$ cat src/gbn_pkg.sv
// Shared types and constants for the go-back-N window controller.
`default_nettype none
package gbn_pkg;

	localparam int MAX_FRAMES = 1024;
	localparam int FRAME_W    = 11;
	localparam int SEQ_W      = 10;
	localparam int CNT_W      = 16;
	localparam int ROUND_W    = 8;
	localparam int WIN_W      = 5;
	localparam int WIN_MAX    = 16;

	localparam logic CMD_START   = 1'b0;
	localparam logic CMD_OUTCOME = 1'b1;

	localparam logic REG_WINDOW_SIZE = 1'b0;
	localparam logic REG_MAX_ROUNDS  = 1'b1;

	typedef struct packed {
		logic [FRAME_W-1:0] window_base;
		logic [FRAME_W-1:0] expected_seq;
		logic [FRAME_W-1:0] next_index;
		logic [FRAME_W-1:0] window_end;
		logic [FRAME_W-1:0] total_frames;
		logic [ROUND_W-1:0] round_count;
		logic               round_had_error;
		logic               active;
		logic [CNT_W-1:0]   sent_counter;
		logic [CNT_W-1:0]   corrupt_counter;
		logic [CNT_W-1:0]   retrans_counter;
	} state_t;

	typedef struct packed {
		logic [SEQ_W-1:0]   send_seq;
		logic               ack_valid;
		logic [SEQ_W-1:0]   ack_seq;
		logic               in_order;
		logic               go_back;
		logic [ROUND_W-1:0] round_number;
		logic               done_res;
		logic               success;
		logic [CNT_W-1:0]   frames_sent;
		logic [CNT_W-1:0]   frames_corrupted;
		logic [CNT_W-1:0]   retransmissions;
	} res_t;

endpackage
`default_nettype wire

$ cat src/gbn_step.sv
// Next-state and result logic for one word of the go-back-N controller.
`default_nettype none
module gbn_step
	import gbn_pkg::*;
(
	input  state_t             st,
	input  logic [WIN_W-1:0]   window_size,
	input  logic [ROUND_W-1:0] max_rounds,
	input  logic               cmd,
	input  logic [FRAME_W-1:0] frame_count,
	input  logic               crc_ok,
	input  logic [SEQ_W-1:0]   recv_seq,
	output state_t             st_next,
	output res_t               res
);

	logic [WIN_W-1:0]   eff_win;
	logic [FRAME_W-1:0] total_start;
	logic               good;
	logic [FRAME_W-1:0] exp_inc;
	logic [FRAME_W-1:0] base_new;
	logic               err_new;
	logic [FRAME_W-1:0] ni;
	logic [FRAME_W:0]   lim_sum;
	logic [FRAME_W-1:0] win_lim;
	logic [FRAME_W:0]   start_sum;
	logic [FRAME_W-1:0] start_lim;
	logic [CNT_W:0]     sent_sum;
	logic [CNT_W:0]     corr_sum;
	logic [CNT_W:0]     retr_sum;
	logic [FRAME_W-1:0] retr_amt;

	function automatic logic [FRAME_W-1:0] eff_win_ext(input logic [WIN_W-1:0] w);
		eff_win_ext = {{(FRAME_W-WIN_W){1'b0}}, w};
	endfunction

	always_comb begin
		if (window_size == '0) begin
			eff_win = WIN_W'(1);
		end else if (window_size > WIN_W'(WIN_MAX)) begin
			eff_win = WIN_W'(WIN_MAX);
		end else begin
			eff_win = window_size;
		end
	end

	assign total_start = (frame_count > FRAME_W'(MAX_FRAMES)) ? FRAME_W'(MAX_FRAMES) : frame_count;
	assign start_sum   = {1'b0, eff_win_ext(eff_win)};
	assign start_lim   = (start_sum < {1'b0, total_start}) ? start_sum[FRAME_W-1:0] : total_start;

	assign good     = crc_ok && ({1'b0, recv_seq} == st.expected_seq)
			&& (st.expected_seq < st.total_frames);
	assign exp_inc  = st.expected_seq + FRAME_W'(1);
	assign base_new = (good && (exp_inc > st.window_base)) ? exp_inc : st.window_base;
	assign err_new  = good ? st.round_had_error : 1'b1;
	assign ni       = st.next_index + FRAME_W'(1);
	assign lim_sum  = {1'b0, base_new} + {1'b0, eff_win_ext(eff_win)};
	assign win_lim  = (lim_sum < {1'b0, st.total_frames}) ? lim_sum[FRAME_W-1:0] : st.total_frames;
	assign retr_amt = win_lim - base_new;
	assign sent_sum = {1'b0, st.sent_counter} + (CNT_W+1)'(1);
	assign corr_sum = {1'b0, st.corrupt_counter} + (CNT_W+1)'(1);
	assign retr_sum = {1'b0, st.retrans_counter} + {{(CNT_W+1-FRAME_W){1'b0}}, retr_amt};

	always_comb begin
		st_next = st;
		res     = '0;
		if (cmd == CMD_START) begin
			st_next                 = '0;
			st_next.total_frames    = total_start;
			if ((total_start != '0) && (max_rounds != '0)) begin
				st_next.round_count = ROUND_W'(1);
				st_next.window_end  = start_lim;
				st_next.active      = 1'b1;
			end else begin
				res.done_res = 1'b1;
				res.success  = (total_start == '0);
			end
		end else if (st.active) begin
			st_next.sent_counter = sent_sum[CNT_W] ? '1 : sent_sum[CNT_W-1:0];
			if (good) begin
				st_next.expected_seq = exp_inc;
				res.in_order         = 1'b1;
				res.ack_valid        = 1'b1;
				res.ack_seq          = st.expected_seq[SEQ_W-1:0];
			end else begin
				if (!crc_ok) begin
					st_next.corrupt_counter = corr_sum[CNT_W] ? '1 : corr_sum[CNT_W-1:0];
				end
				if (st.expected_seq != '0) begin
					res.ack_valid = 1'b1;
					res.ack_seq   = st.expected_seq[SEQ_W-1:0] - SEQ_W'(1);
				end
			end
			st_next.window_base     = base_new;
			st_next.round_had_error = err_new;
			st_next.next_index      = ni;
			if (ni >= st.window_end) begin
				if ((base_new < st.total_frames) && err_new) begin
					st_next.retrans_counter = retr_sum[CNT_W] ? '1 : retr_sum[CNT_W-1:0];
					res.go_back             = 1'b1;
				end
				if ((base_new < st.total_frames) && (st.round_count < max_rounds)) begin
					st_next.round_count     = st.round_count + ROUND_W'(1);
					st_next.round_had_error = 1'b0;
					st_next.next_index      = base_new;
					st_next.window_end      = win_lim;
				end else begin
					st_next.active = 1'b0;
					res.done_res   = 1'b1;
					res.success    = (base_new >= st.total_frames);
				end
			end
		end
		res.send_seq         = st_next.active ? st_next.next_index[SEQ_W-1:0] : '0;
		res.round_number     = st_next.round_count;
		res.frames_sent      = st_next.sent_counter;
		res.frames_corrupted = st_next.corrupt_counter;
		res.retransmissions  = st_next.retrans_counter;
	end

endmodule
`default_nettype wire

$ cat src/gbn_outq.sv
// Two-entry result buffer: output register with a skid register behind it.
`default_nettype none
module gbn_outq
	import gbn_pkg::*;
(
	input  logic clk,
	input  logic arst_n,
	input  logic push,
	input  res_t push_res,
	output logic can_push,
	output logic head_valid,
	input  logic head_ready,
	output res_t head_res,
	output logic skid_valid
);

	logic head_v_q;
	logic skid_v_q;
	res_t head_q;
	res_t skid_q;
	logic pop;

	assign pop        = head_v_q && head_ready;
	assign can_push   = !skid_v_q;
	assign head_valid = head_v_q;
	assign head_res   = head_q;
	assign skid_valid = skid_v_q;

	always_ff @(posedge clk or negedge arst_n) begin
		if (!arst_n) begin
			head_v_q <= 1'b0;
			skid_v_q <= 1'b0;
		end else if (skid_v_q) begin
			if (pop) begin
				skid_v_q <= 1'b0;
			end
		end else if (push && (!head_v_q || pop)) begin
			head_v_q <= 1'b1;
		end else if (push) begin
			skid_v_q <= 1'b1;
		end else if (pop) begin
			head_v_q <= 1'b0;
		end
	end

	always_ff @(posedge clk) begin
		if (skid_v_q) begin
			if (pop) begin
				head_q <= skid_q;
			end
		end else if (push && (!head_v_q || pop)) begin
			head_q <= push_res;
		end else if (push) begin
			skid_q <= push_res;
		end
	end

endmodule
`default_nettype wire

$ cat src/go_back_n_window_control.sv
// Top level of the go-back-N window controller: state, configuration and result buffer.
//
//  Channel   Handshake              Fields
//  in        in_valid / in_ready    cmd, frame_count, crc_ok, recv_seq
//  out       out_valid / out_ready  send_seq .. retransmissions (eleven fields)
//  cfg       cfg_wr_en              cfg_index, cfg_wr_data
//
// Each accepted word updates the window state in the same clock edge and registers one
// result word in the output buffer; one word per cycle while out_ready is high.
// The state update is one pass of the next-state logic between the state registers.
// Reset clears all window state and counters and loads window size 4 and round limit 15.
// A stalled output fills the skid register; in_ready drops only when both are full.
`default_nettype none
module go_back_n_window_control
	import gbn_pkg::*;
(
	input  logic               clk,
	input  logic               arst_n,
	input  logic               cfg_wr_en,
	input  logic               cfg_index,
	input  logic [7:0]         cfg_wr_data,
	input  logic               in_valid,
	output logic               in_ready,
	input  logic               cmd,
	input  logic [FRAME_W-1:0] frame_count,
	input  logic               crc_ok,
	input  logic [SEQ_W-1:0]   recv_seq,
	output logic               out_valid,
	input  logic               out_ready,
	output logic [SEQ_W-1:0]   send_seq,
	output logic               ack_valid,
	output logic [SEQ_W-1:0]   ack_seq,
	output logic               in_order,
	output logic               go_back,
	output logic [ROUND_W-1:0] round_number,
	output logic               done_res,
	output logic               success,
	output logic [CNT_W-1:0]   frames_sent,
	output logic [CNT_W-1:0]   frames_corrupted,
	output logic [CNT_W-1:0]   retransmissions
);

	state_t             st_q;
	state_t             st_next;
	res_t               step_res;
	res_t               head_res;
	logic [WIN_W-1:0]   window_size_q;
	logic [ROUND_W-1:0] max_rounds_q;
	logic               accept;
	logic               skid_valid;

	assign accept = in_valid && in_ready;

	always_ff @(posedge clk or negedge arst_n) begin
		if (!arst_n) begin
			window_size_q <= WIN_W'(4);
			max_rounds_q  <= ROUND_W'(15);
		end else if (cfg_wr_en) begin
			case (cfg_index)
				REG_WINDOW_SIZE: window_size_q <= cfg_wr_data[WIN_W-1:0];
				REG_MAX_ROUNDS:  max_rounds_q  <= cfg_wr_data[ROUND_W-1:0];
				default:         max_rounds_q  <= max_rounds_q;
			endcase
		end
	end

	always_ff @(posedge clk or negedge arst_n) begin
		if (!arst_n) begin
			st_q <= '0;
		end else if (accept) begin
			st_q <= st_next;
		end
	end

	gbn_step u_step (
		.st          (st_q),
		.window_size (window_size_q),
		.max_rounds  (max_rounds_q),
		.cmd         (cmd),
		.frame_count (frame_count),
		.crc_ok      (crc_ok),
		.recv_seq    (recv_seq),
		.st_next     (st_next),
		.res         (step_res)
	);

	gbn_outq u_outq (
		.clk        (clk),
		.arst_n     (arst_n),
		.push       (accept),
		.push_res   (step_res),
		.can_push   (in_ready),
		.head_valid (out_valid),
		.head_ready (out_ready),
		.head_res   (head_res),
		.skid_valid (skid_valid)
	);

	assign send_seq         = head_res.send_seq;
	assign ack_valid        = head_res.ack_valid;
	assign ack_seq          = head_res.ack_seq;
	assign in_order         = head_res.in_order;
	assign go_back          = head_res.go_back;
	assign round_number     = head_res.round_number;
	assign done_res         = head_res.done_res;
	assign success          = head_res.success;
	assign frames_sent      = head_res.frames_sent;
	assign frames_corrupted = head_res.frames_corrupted;
	assign retransmissions  = head_res.retransmissions;

	a_skid_behind_head: assert property (@(posedge clk) disable iff (!arst_n)
		skid_valid |-> out_valid)
		else $error("Skid register holds a word while the output register is empty.");

	a_index_in_window: assert property (@(posedge clk) disable iff (!arst_n)
		st_q.active |-> (st_q.next_index < st_q.window_end)
			&& (st_q.window_end <= st_q.total_frames))
		else $error("Send index is outside the current window.");

	a_base_tracks_expected: assert property (@(posedge clk) disable iff (!arst_n)
		(st_q.window_base == st_q.expected_seq) && (st_q.expected_seq <= st_q.total_frames))
		else $error("Window base and expected sequence diverged.");

	a_success_needs_done: assert property (@(posedge clk) disable iff (!arst_n)
		(out_valid && success) |-> done_res)
		else $error("Success reported on a word that did not finish the transmission.");

endmodule
`default_nettype wire

$ cat config.mk
export PLATFORM = sky130hd
export DESIGN_NAME = go_back_n_window_control
export DESIGN_NICKNAME = d
export VERILOG_FILES = /design/src/gbn_pkg.sv /design/src/gbn_step.sv /design/src/gbn_outq.sv /design/src/go_back_n_window_control.sv
export SDC_FILE = /design/constraint.sdc
export NUM_CORES = 1
export LEC_CHECK = 0
export ABC_CLOCK_PERIOD_IN_PS = 28900
export BUFFER_PORTS_ARGS = -buffer_cell sky130_fd_sc_hd__buf_2
export CAP_MARGIN = 20
export CORE_UTILIZATION = 40
export CTS_BUF_LIST = sky130_fd_sc_hd__clkbuf_4
export CTS_CLUSTER_SIZE = 30
export DETAILED_ROUTE_END_ITERATION = 16
export PLACE_DENSITY = 0.57
export SYNTH_ARGS = -nofsm -noshare
export SYNTH_HDL_FRONTEND = slang
export SYNTH_SLANG_ARGS = --single-unit
$ cat constraint.sdc
create_clock -name clk -period 28.9 [get_ports clk]
set_input_delay 7.225 -clock clk [delete_from_list [all_inputs] [get_ports clk]]
set_output_delay 7.225 -clock clk [all_outputs]
set_load 0.05 [all_outputs]
==> flow_metrics.env, run 1 <==
export IMPL_h_tree_depth=3
export IMPL_first_pass_grt_wire_length_um=70500
export IMPL_vias_per_cell=5.35
export IMPL_netlist_top_cells_area="sky130_fd_sc_hd__edfxtp_1 29%, sky130_fd_sc_hd__dfrtp_1 19%, sky130_fd_sc_hd__ha_1 7.3%"
export IMPL_layout_min_cycle_time_ns=16.93
export IMPL_die_area_um2=42300
export IMPL_place_detailed_hpwl_um=31500
export IMPL_remaining_drc_errors=0
export IMPL_setup_worst_path_end_class="register"
export IMPL_wire_length_on_met2_um=21400
export IMPL_transition_time_at_the_pin_with_the_least_slew_margin_ns=0.956
export IMPL_grt_remaining_overflow=0
export IMPL_total_power_uw=1790
export IMPL_cts_setup_buffers=0
export IMPL_cts_inserted_buffers=81
export IMPL_fillers=3907
export IMPL_layout_nets=1975
export IMPL_drtAntennaViolNets=0
export IMPL_drt_first_iter_violations=681
export IMPL_cts_resized=0
export IMPL_setup_tns_final_ns=0
export IMPL_power_static_leakage_uw=0.00823
export IMPL_run_status="complete, no violations"
export IMPL_dieHeight_um=206
export IMPL_required_ns=29.34
export IMPL_unrepaired_setup_endpoints_after_global_routing="no"
export IMPL_m1WireLength_um=20300
export IMPL_critPathLaunch="crc_ok"
export IMPL_post_route_cells_drive_above_1_share=0.168
export IMPL_synthesis_nets=1840
export IMPL_antenna_violations_before_repair=3
export IMPL_timing_rr_start="st_q[91]$_DFFE_PN0P_"
export IMPL_io_buffers=119
export IMPL_vias=13000
export IMPL_worst_ep_arrival_ns=17.37
export IMPL_cts_tree="yes"
export IMPL_fin_skew_ns=0.0454
export IMPL_max_slew_margin_rel=0.356
export IMPL_gr_usage_all_layers=0.217
export IMPL_hold_path_startpoint="st_q[59]$_DFFE_PN0P_"
export IMPL_drt_total_wl_um=44800
export IMPL_cp_max_fo=17
export IMPL_post_synth_num_cell_types=67
export IMPL_core_area_um2=40800
export IMPL_final_period_utilization=0.586
export IMPL_met3RoutedLength_um=2150
export IMPL_synth_async_sr_flop_share=0.441
export IMPL_mappedNetlistArea_um2=16600
export IMPL_top_layer_used="met4"
export IMPL_syn_to_final_growth_pct=13.0
export IMPL_tritoncts_num_sinks=290
export IMPL_slew_viols_final=0
export IMPL_synthesis_yosys_warnings=0
export IMPL_clock_path_buffers=3
export IMPL_criticalPathCategory="in -> reg"
export IMPL_post_route_hold_slack_ns=0.501
export IMPL_cts_hold_buffers_added=0
export IMPL_post_route_util=0.459
export IMPL_finalHoldViolCount=0
export IMPL_fp_dieW_um=206
export IMPL_initial_utilization=0.406
export IMPL_clock_insertion_delay_at_the_later_pin_of_the_skew_report_ns=0.76
export IMPL_grt_pass1_vias=12600
export IMPL_ctsRootBufferMaster="sky130_fd_sc_hd__clkbuf_4"
export IMPL_number_of_enable_type_register_cells_in_the_synthesized_netlist=162
export IMPL_placed_area_um2=17700
export IMPL_number_of_cell_rows=74
export IMPL_area_share_of_the_leading_cell_type_in_the_synthesized_netlist=0.293
export IMPL_worst_setup_path_start_kind="primary input"
export IMPL_wl_per_cell_um=18.4
export IMPL_power_density_nw_per_um2=95.4
export IMPL_clk_pin_slew_worst_paths_ns=0.06
export IMPL_yosysTopAreaCell="sky130_fd_sc_hd__edfxtp_1"
export IMPL_avgSynthCellArea_um2=9.74
export IMPL_globalplace_congestion=0.894
export IMPL_postLayoutCellArea_um2=18700
export IMPL_synth_flop_cell="sky130_fd_sc_hd__edfxtp_1"
export IMPL_seq_cells_post_synth=290
export IMPL_maxCapViolations=0
export IMPL_crit_path_frequent_cell="sky130_fd_sc_hd__a21oi_1"
export IMPL_postSynthCellCount=1703
export IMPL_synth_sequential_area_ratio=0.487
export IMPL_power_ir_vdd_worst_mv=0.0412
export IMPL_hp_class="reg -> reg"
export IMPL_register_area_um2=8080
export IMPL_crit_path_top_delay_cell="sky130_fd_sc_hd__a21oi_1"
export IMPL_crit_path_max_incr_delay_ns=0.68
export IMPL_firstDrtPassIters=6
export IMPL_setup_viol_count_final=0
export IMPL_max_freq_ghz=0.0591
export IMPL_io_pins=120
export IMPL_grt_start_max_net_pins=70
export IMPL_multiInputGateArea_um2=7770
[flip-flops by register name, summed over array words and instances, names as in the netlist]
signal and flops:
st_q 113, max_rounds_q 8, u_outq.head_valid 1, window_size_q 5, u_outq.head_res 81, u_outq.skid_valid 1
u_outq.skid_q 81
[per-stage QoR]
step                instances  setup WS (ns)
floorplan                1703          12.98
global placement         2285          11.53
global route             2433          11.10
CTS                      2431          12.08
finish                   2433          11.97
detailed placement       2286          11.32
[kinds of logic (layout without fill, tap and decap cells)]
group                      Yosys count  count (layout)  synth area share
adders and majority gates          100             100            0.0768
buffers and inverters              201             398            0.0472
DFF                                290             290             0.487
AOI/OAI and AO/OA                  420             420             0.153
muxes                               52              52            0.0337
xor gates and xnor gates            90              90            0.0484
other                                0               1                 0
and+or+nand+nor                    550             550             0.154
[cells in the final DEF (no fill, tap or decap), types with 17 or more instances in the layout]
master,count
sky130_fd_sc_hd__mux2_2,31
sky130_fd_sc_hd__nand4_1,22
sky130_fd_sc_hd__a21o_1,20
sky130_fd_sc_hd__a21oi_1,74
sky130_fd_sc_hd__o21ai_0,206
sky130_fd_sc_hd__ha_1,97
sky130_fd_sc_hd__clkinv_1,18
sky130_fd_sc_hd__xor2_1,38
sky130_fd_sc_hd__edfxtp_1,162
sky130_fd_sc_hd__buf_2,118
sky130_fd_sc_hd__buf_4,21
sky130_fd_sc_hd__nand2_1,234
sky130_fd_sc_hd__xnor2_1,50
sky130_fd_sc_hd__nor2_1,105
sky130_fd_sc_hd__mux2i_1,21
sky130_fd_sc_hd__nand3_1,49
sky130_fd_sc_hd__dfrtp_1,122
sky130_fd_sc_hd__nor2b_1,18
sky130_fd_sc_hd__nor3_1,29
sky130_fd_sc_hd__inv_1,113
sky130_fd_sc_hd__clkbuf_4,123
sky130_fd_sc_hd__o31ai_1,17
[report_power, final]
group	internal [uW]	switching [uW]	total (uW)
logic	217	568	785
clock network	202	178	380
registers	567	54.9	622
[worst max-delay path, delay by kind of cell]
family / cells / cell delay (ns)
simple gates: 11 / 2.62
xor+xnor: 1 / 0.17
fa+ha+maj: 4 / 1.24
buf+inv: 2 / 0.25
mux: 2 / 0.67
compound gates: 19 / 5.19
[path summary, 6_finish.rpt]
path	endpoint	slack (ns)	depth (start not counted)
worst min register to register	st_q[59]$_DFFE_PN0P_	0.50	2
worst max-delay path	u_outq.head_res[8]$_DFFE_PP_	11.97	39
worst min-delay path	st_q[59]$_DFFE_PN0P_	0.50	2
worst max register to register	u_outq.head_res[8]$_DFFE_PP_	16.88	44
max in group asynchronous	st_q[28]$_DFFE_PN0P_	20.81	2
min in group asynchronous	st_q[61]$_DFFE_PN0P_	6.61	1
[cell type report]
| type | count | area share |
|---|---|---|
| diodes | 1 | 0.000134 |
| clock buffers | 123 | 0.0493 |
| clock inverters | 22 | 0.00588 |
| inverters | 113 | 0.0226 |
| multi-input cells | 1212 | 0.415 |
| flip-flops and latches | 290 | 0.431 |
| well taps | 532 | 0.0355 |
| repair buffers | 140 | 0.0406 |
[synthesized netlist by cell type, types with 11 or more instances]
cell and instances:
sky130_fd_sc_hd__a21o_1 20, sky130_fd_sc_hd__a21oi_1 75, sky130_fd_sc_hd__a22o_1 11, sky130_fd_sc_hd__and3_1 17
sky130_fd_sc_hd__clkbuf_1 76, sky130_fd_sc_hd__dfrtp_1 123, sky130_fd_sc_hd__edfxtp_1 162, sky130_fd_sc_hd__ha_1 97
sky130_fd_sc_hd__inv_1 113, sky130_fd_sc_hd__mux2_2 31, sky130_fd_sc_hd__mux2i_1 21, sky130_fd_sc_hd__nand2_1 235
sky130_fd_sc_hd__nand2b_1 13, sky130_fd_sc_hd__nand3_1 49, sky130_fd_sc_hd__nand3b_1 13, sky130_fd_sc_hd__nand4_1 22
sky130_fd_sc_hd__nor2_1 105, sky130_fd_sc_hd__nor2b_1 18, sky130_fd_sc_hd__nor3_1 30, sky130_fd_sc_hd__o211ai_1 13
sky130_fd_sc_hd__o21ai_0 207, sky130_fd_sc_hd__o31ai_1 17, sky130_fd_sc_hd__or3_1 13, sky130_fd_sc_hd__xnor2_1 50
sky130_fd_sc_hd__xor2_1 38
[layer usage]
layer	global-route usage	vias up
li1	-	6402
met1	0.288	6244
met2	0.357	311
met3	0.0372	62
met4	0.0765	0
met5	0	-
Power figures use the tool's default switching activity.
==> inputs of run 2 (changes only) <==
--- a/config.mk
+++ b/config.mk
@@ -5,14 +5,14 @@
 export SDC_FILE = /design/constraint.sdc
 export NUM_CORES = 1
 export LEC_CHECK = 0
-export ABC_CLOCK_PERIOD_IN_PS = 28900
+export ABC_CLOCK_PERIOD_IN_PS = 14700
 export BUFFER_PORTS_ARGS = -buffer_cell sky130_fd_sc_hd__buf_2
 export CAP_MARGIN = 20
 export CORE_UTILIZATION = 40
 export CTS_BUF_LIST = sky130_fd_sc_hd__clkbuf_4
 export CTS_CLUSTER_SIZE = 30
 export DETAILED_ROUTE_END_ITERATION = 16
-export PLACE_DENSITY = 0.57
+export PLACE_DENSITY = 0.59
 export SYNTH_ARGS = -nofsm -noshare
 export SYNTH_HDL_FRONTEND = slang
 export SYNTH_SLANG_ARGS = --single-unit
==> constraint.sdc (replaced) <==
create_clock -name clk -period 14.7 [get_ports clk]
set_input_delay 3.675 -clock clk [delete_from_list [all_inputs] [get_ports clk]]
set_output_delay 3.675 -clock clk [all_outputs]
set_load 0.05 [all_outputs]
==> run 2 against run 1 <==
First-iteration DRC count rose by 7.0%. Cell area grew 0.18%. Sequential cell count unchanged. Clock skew grew 0.014 ns. Via count increased by 0.68%. Global-route usage grew 0.087 points. Largest power group unchanged. Sequential share of layout area fell by 0.078 points. Highest routed layer unchanged. Final cell count is essentially flat. Count of clock-buffer cells in the layout rose by 9. Worst setup slack worse by 10 ns.
==> flow_metrics.env, run 2 (synthesized netlist as in run 1, its figures left out) <==
export IMPL_final_period_utilization=0.877
export IMPL_cts_hold_buffers_added=0
export IMPL_drt_total_wl_um=45000
export IMPL_grt_pass1_vias=12600
export IMPL_fillers=3972
export IMPL_power_density_nw_per_um2=187
export IMPL_initial_utilization=0.406
export IMPL_fp_dieW_um=206
export IMPL_power_frac_clock=0.212
export IMPL_worst_setup_path_start_kind="primary input"
export IMPL_setup_tns_final_ns=0
export IMPL_most_common_layout_cells="234 x sky130_fd_sc_hd__nand2_1, 206 x sky130_fd_sc_hd__o21ai_0, 162 x sky130_fd_sc_hd__edfxtp_1"
export IMPL_fin_skew_ns=0.0593
export IMPL_crit_path_max_incr_delay_ns=0.55
export IMPL_register_area_um2=8080
export IMPL_ctsRootBufferMaster="sky130_fd_sc_hd__clkbuf_4"
export IMPL_cts_resized=0
export IMPL_core_area_um2=40800
export IMPL_cp_max_fo=17
export IMPL_dieHeight_um=206
export IMPL_max_slew_margin_rel=0.263
export IMPL_power_internal_uw=1950
export IMPL_die_area_um2=42300
export IMPL_number_of_cell_rows=74
export IMPL_largest_reg_flops=113
export IMPL_run_status="complete, no violations"
export IMPL_transition_time_at_the_pin_with_the_least_slew_margin_ns=1.09
export IMPL_gr_usage_all_layers=0.218
export IMPL_grt_remaining_overflow=0
export IMPL_criticalPathCategory="in -> reg"
export IMPL_power_static_leakage_uw=0.00827
export IMPL_power_combinational_fraction=0.438
export IMPL_post_route_hold_slack_ns=0.491
export IMPL_power_share_switching=0.447
export IMPL_finalHoldViolCount=0
export IMPL_grt_start_max_net_pins=93
export IMPL_clk_pin_slew_worst_paths_ns=0.06
export IMPL_max_freq_ghz=0.0776
export IMPL_power_share_sequential=0.350
export IMPL_io_buffers=119
export IMPL_io_pins=120
export IMPL_tritoncts_num_sinks=290
export IMPL_placed_cells=2286
export IMPL_final_common_cell="sky130_fd_sc_hd__nand2_1"
export IMPL_drtAntennaViolNets=0
export IMPL_power_ir_vdd_worst_mv=0.0960
export IMPL_multiInputGateArea_um2=7770
export IMPL_layout_min_cycle_time_ns=12.89
export IMPL_post_route_cells_drive_above_1_share=0.175
export IMPL_clock_insertion_delay_at_the_later_pin_of_the_skew_report_ns=0.77
export IMPL_first_pass_grt_wire_length_um=70800
export IMPL_cts_inserted_buffers=80
export IMPL_h_tree_depth=3
export IMPL_hp_class="reg -> reg"
export IMPL_drt_first_iter_violations=729
export IMPL_vias_per_cell=5.38
export IMPL_globalplace_congestion=0.882
export IMPL_worst_ep_arrival_ns=13.32
export IMPL_antenna_violations_before_repair=1
export IMPL_required_ns=15.13
export IMPL_final_standard_cell_count_with_taps_included_and_fillers_excluded=2434
export IMPL_layout_nets=1976
export IMPL_place_detailed_hpwl_um=31500
export IMPL_unrepaired_setup_endpoints_after_global_routing="no"
export IMPL_wl_per_cell_um=18.5
export IMPL_cts_tree="yes"
export IMPL_syn_to_final_growth_pct=13.2
export IMPL_clock_path_buffers=3
export IMPL_maxCapViolations=0
export IMPL_setup_viol_count_final=0
export IMPL_cts_setup_buffers=0
export IMPL_crit_path_top_delay_cell="sky130_fd_sc_hd__or2_1"
export IMPL_p_sw_uw=1570
export IMPL_regMostFlops="st_q"
export IMPL_firstDrtPassIters=5
export IMPL_slew_viols_final=0
export IMPL_remaining_drc_errors=0
export IMPL_setup_worst_path_end_class="register"
export IMPL_vias=13100
run 2: worst max-delay path, delay by kind of cell:
kind | cells | cell delay (ns)
buffers and inverters | 3 | 0.36
XOR/XNOR | 1 | 0.18
adder cells (fa/ha/maj) | 4 | 1.19
AND/OR/NAND/NOR | 12 | 2.74
AO/OA/AOI/OAI | 18 | 4.52
multiplexers | 2 | 0.63
run 2: path summary, 6_finish.rpt:
kind                            cells after the start                           end            startpoint  slack (ns)
worst max-delay path                               40  u_outq.head_res[9]$_DFFE_PP_                crc_ok        1.81
worst min-delay path                                2          st_q[59]$_DFFE_PN0P_  st_q[59]$_DFFE_PN0P_        0.49
worst max register to register                     45  u_outq.head_res[9]$_DFFE_PP_  st_q[91]$_DFFE_PN0P_        2.85
worst min register to register                      2          st_q[59]$_DFFE_PN0P_  st_q[59]$_DFFE_PN0P_        0.49
max in group asynchronous                           3          st_q[26]$_DFFE_PN0P_                arst_n       10.36
min in group asynchronous                           1  window_size_q[1]$_DFFE_PN0P_                arst_n        2.80
run 2: area by class of cell:
class | count | area share
Multi-Input combinational cell | 1212 | 0.414
Tap cell | 532 | 0.0355
Inverter | 113 | 0.0226
Antenna cell | 2 | 0.000267
Sequential cell | 290 | 0.431
Clock buffer | 132 | 0.0528
Timing Repair Buffer | 142 | 0.0420
Clock inverter | 11 | 0.00240
run 2: per-layer routing:
metal,track usage,part of all wire,vias to the layer above
met2,0.350,0.47,357
met5,0,0,-
li1,-,-,6406
met4,0.0841,0.027,0
met3,0.0380,0.050,84
met1,0.293,0.46,6260
run 2: per-stage QoR:
stage          total power [uW]   util  instance area (um2)  worst slack (ns)
2_1_floorplan              2370      -                16600              2.33
3_3_place_gp               2770  0.433                17700              1.36
3_5_place_dp               2790  0.433                17700              1.15
4_1_cts                    3550  0.458                18700              1.90
5_1_grt                    3750  0.460                18800             0.961
6_report                   3520  0.460                18800              1.81
run 2: power groups by stage:
stage	sequential, uW	clock (uW)	combinational, uW
floorplan	1570	0	803
finish	1230	744	1540
global route	1250	810	1690
CTS	1230	772	1550
global placement	1250	0	1520
detailed placement	1250	0	1540
==> inputs of run 3 (changes only) <==
--- a/config.mk
+++ b/config.mk
@@ -8,11 +8,12 @@
 export ABC_CLOCK_PERIOD_IN_PS = 14700
 export BUFFER_PORTS_ARGS = -buffer_cell sky130_fd_sc_hd__buf_2
 export CAP_MARGIN = 20
-export CORE_UTILIZATION = 40
+export CORE_MARGIN = 2
+export CORE_UTILIZATION = 45
 export CTS_BUF_LIST = sky130_fd_sc_hd__clkbuf_4
 export CTS_CLUSTER_SIZE = 30
 export DETAILED_ROUTE_END_ITERATION = 16
-export PLACE_DENSITY = 0.59
+export PLACE_DENSITY = 0.65
 export SYNTH_ARGS = -nofsm -noshare
 export SYNTH_HDL_FRONTEND = slang
 export SYNTH_SLANG_ARGS = --single-unit
==> run 3 against run 2 <==
Worst hold slack better by 0.0033 ns. Routed wire length down 1.5%. Largest power group unchanged. Utilization up 5.6 points. Critical path depth unchanged.
==> flow_metrics.env, run 3 (synthesized netlist as in run 1, its figures left out) <==
export IMPL_post_route_hold_slack_ns=0.494
export IMPL_layout_min_cycle_time_ns=12.87
export IMPL_dieHeight_um=196
export IMPL_layout_setup_ws_ns=1.83
export IMPL_drtAntennaViolNets=0
export IMPL_vias_per_cell=5.56
export IMPL_clock_insertion_delay_at_the_later_pin_of_the_skew_report_ns=0.78
export IMPL_power_density_nw_per_um2=191
export IMPL_largest_reg_flops=113
export IMPL_grt_pass1_vias=13000
export IMPL_io_buffers=119
export IMPL_tritoncts_num_sinks=290
export IMPL_final_period_utilization=0.876
export IMPL_max_freq_ghz=0.0777
export IMPL_cp_max_fo=17
export IMPL_drt_total_wl_um=44300
export IMPL_postLayoutCellArea_um2=18800
export IMPL_clk_pin_slew_worst_paths_ns=0.06
export IMPL_finalHoldViolCount=0
export IMPL_maxCapViolations=0
export IMPL_final_common_cell="sky130_fd_sc_hd__nand2_1"
export IMPL_slew_viols_final=0
export IMPL_post_route_cells_drive_above_1_share=0.176
export IMPL_most_common_layout_cells="234 x sky130_fd_sc_hd__nand2_1, 206 x sky130_fd_sc_hd__o21ai_0, 162 x sky130_fd_sc_hd__edfxtp_1"
export IMPL_placed_area_um2=17600
export IMPL_grt_start_max_net_pins=83
export IMPL_unrepaired_setup_endpoints_after_global_routing="no"
export IMPL_place_detailed_hpwl_um=31100
export IMPL_fin_skew_ns=0.0571
export IMPL_cts_setup_buffers=0
export IMPL_setup_tns_final_ns=0
export IMPL_gr_usage_all_layers=0.233
export IMPL_cts_tree="yes"
export IMPL_core_area_um2=36400
export IMPL_crit_path_top_delay_cell="sky130_fd_sc_hd__o21ai_1"
export IMPL_final_standard_cell_count_with_taps_included_and_fillers_excluded=2377
export IMPL_required_ns=15.15
export IMPL_syn_to_final_growth_pct=13.4
export IMPL_firstDrtPassIters=5
export IMPL_crit_path_max_incr_delay_ns=0.56
export IMPL_setup_viol_count_final=0
export IMPL_transition_time_at_the_pin_with_the_least_slew_margin_ns=0.967
export IMPL_vias=13200
export IMPL_cts_hold_buffers_added=0
export IMPL_number_of_cell_rows=70
export IMPL_fillers=3447
export IMPL_drt_first_iter_violations=781
export IMPL_max_slew_margin_rel=0.355
export IMPL_power_ir_vdd_worst_mv=0.104
export IMPL_first_pass_grt_wire_length_um=70200
export IMPL_crit_path_frequent_cell="sky130_fd_sc_hd__a21oi_1"
export IMPL_run_status="complete, no violations"
export IMPL_hp_class="reg -> reg"
export IMPL_setup_worst_path_end_class="register"
export IMPL_regMostFlops="st_q"
export IMPL_cts_resized=0
export IMPL_clock_path_buffers=3
export IMPL_worst_setup_path_start_kind="primary input"
export IMPL_power_static_leakage_uw=0.00831
export IMPL_placed_cells=2227
export IMPL_wl_per_cell_um=18.6
export IMPL_h_tree_depth=3
export IMPL_layout_nets=1980
export IMPL_antenna_violations_before_repair=1
export IMPL_criticalPathCategory="in -> reg"
export IMPL_die_area_um2=38400
export IMPL_post_place_worst_slack_ns=1.27
export IMPL_remaining_drc_errors=0
export IMPL_initial_utilization=0.455
export IMPL_cts_inserted_buffers=80
export IMPL_globalplace_congestion=0.918
export IMPL_grt_remaining_overflow=0
export IMPL_fp_dieW_um=196
export IMPL_ctsRootBufferMaster="sky130_fd_sc_hd__clkbuf_4"
export IMPL_io_pins=120
export IMPL_worst_ep_arrival_ns=13.32
## run 3: cell count changes in the layout (fill, tap and decap cells not counted)
cell / change
sky130_fd_sc_hd__inv_2: -3
sky130_fd_sc_hd__clkinvlp_4: +1
sky130_fd_sc_hd__bufinv_16: +3
sky130_fd_sc_hd__nor3_1: +1
sky130_fd_sc_hd__buf_4: +5
sky130_fd_sc_hd__nor3_2: -1
sky130_fd_sc_hd__buf_2: -1
sky130_fd_sc_hd__clkbuf_4: -1
sky130_fd_sc_hd__diode_2: -1
sky130_fd_sc_hd__clkinv_2: -1
sky130_fd_sc_hd__clkinv_1: +5
## run 3: metrics by stage
stage               total power [uW]   util
global route                    3820  0.516
CTS                             3610  0.515
detailed placement              2790  0.484
finish                          3590  0.516
floorplan                       2370      -
global placement                2760  0.484
## run 3: power breakdown
| part | switching (uW) | leakage, uW | internal [uW] | total (uW) |
|---|---|---|---|---|
| sequential | 107 | 0.00326 | 1110 | 1220 |
| clock | 350 | 0.000671 | 454 | 804 |
| combinational | 1130 | 0.00438 | 440 | 1570 |
| total | 1580 | 0.00831 | 2010 | 3590 |
## run 3: path summary, 6_finish.rpt
kind | cells past startpoint | startpoint | endpoint | slack (ns)
worst max register to register | 44 | st_q[91]$_DFFE_PN0P_ | u_outq.head_res[6]$_DFFE_PP_ | 2.94
max in group asynchronous | 2 | arst_n | st_q[22]$_DFFE_PN0P_ | 10.15
worst min register to register | 2 | st_q[59]$_DFFE_PN0P_ | st_q[59]$_DFFE_PN0P_ | 0.49
worst min-delay path | 2 | st_q[59]$_DFFE_PN0P_ | st_q[59]$_DFFE_PN0P_ | 0.49
worst max-delay path | 40 | crc_ok | u_outq.head_res[6]$_DFFE_PP_ | 1.83
min in group asynchronous | 1 | arst_n | st_q[67]$_DFFE_PN0P_ | 3.01
## run 3: cell type report
type | instances | area [um2] | area share
clock buffers | 131 | 983 | 0.0523
inverters | 113 | 424 | 0.0226
multi-input cells | 1212 | 7760 | 0.413
flip-flops and latches | 290 | 8080 | 0.430
clock inverters | 16 | 145 | 0.00772
repair buffers | 146 | 821 | 0.0437
diodes | 1 | 2.50 | 0.000133
well taps | 468 | 586 | 0.0311
## run 3: critical path, delay by kind of cell
family | cells | cell delay [ns]
compound gates | 19 | 4.67
simple gates | 11 | 2.59
buf+inv | 3 | 0.35
xor+xnor | 1 | 0.18
fa+ha+maj | 4 | 1.19
mux | 2 | 0.63
## run 3: per-layer routing
| metal | vias to the layer above | GRT usage | share of wire |
|---|---|---|---|
| li1 | 6417 | - | - |
| met1 | 6331 | 0.304 | 0.44 |
| met2 | 389 | 0.382 | 0.47 |
| met3 | 77 | 0.0426 | 0.058 |
| met4 | 0 | 0.0993 | 0.029 |
| met5 | - | 0 | 0 |
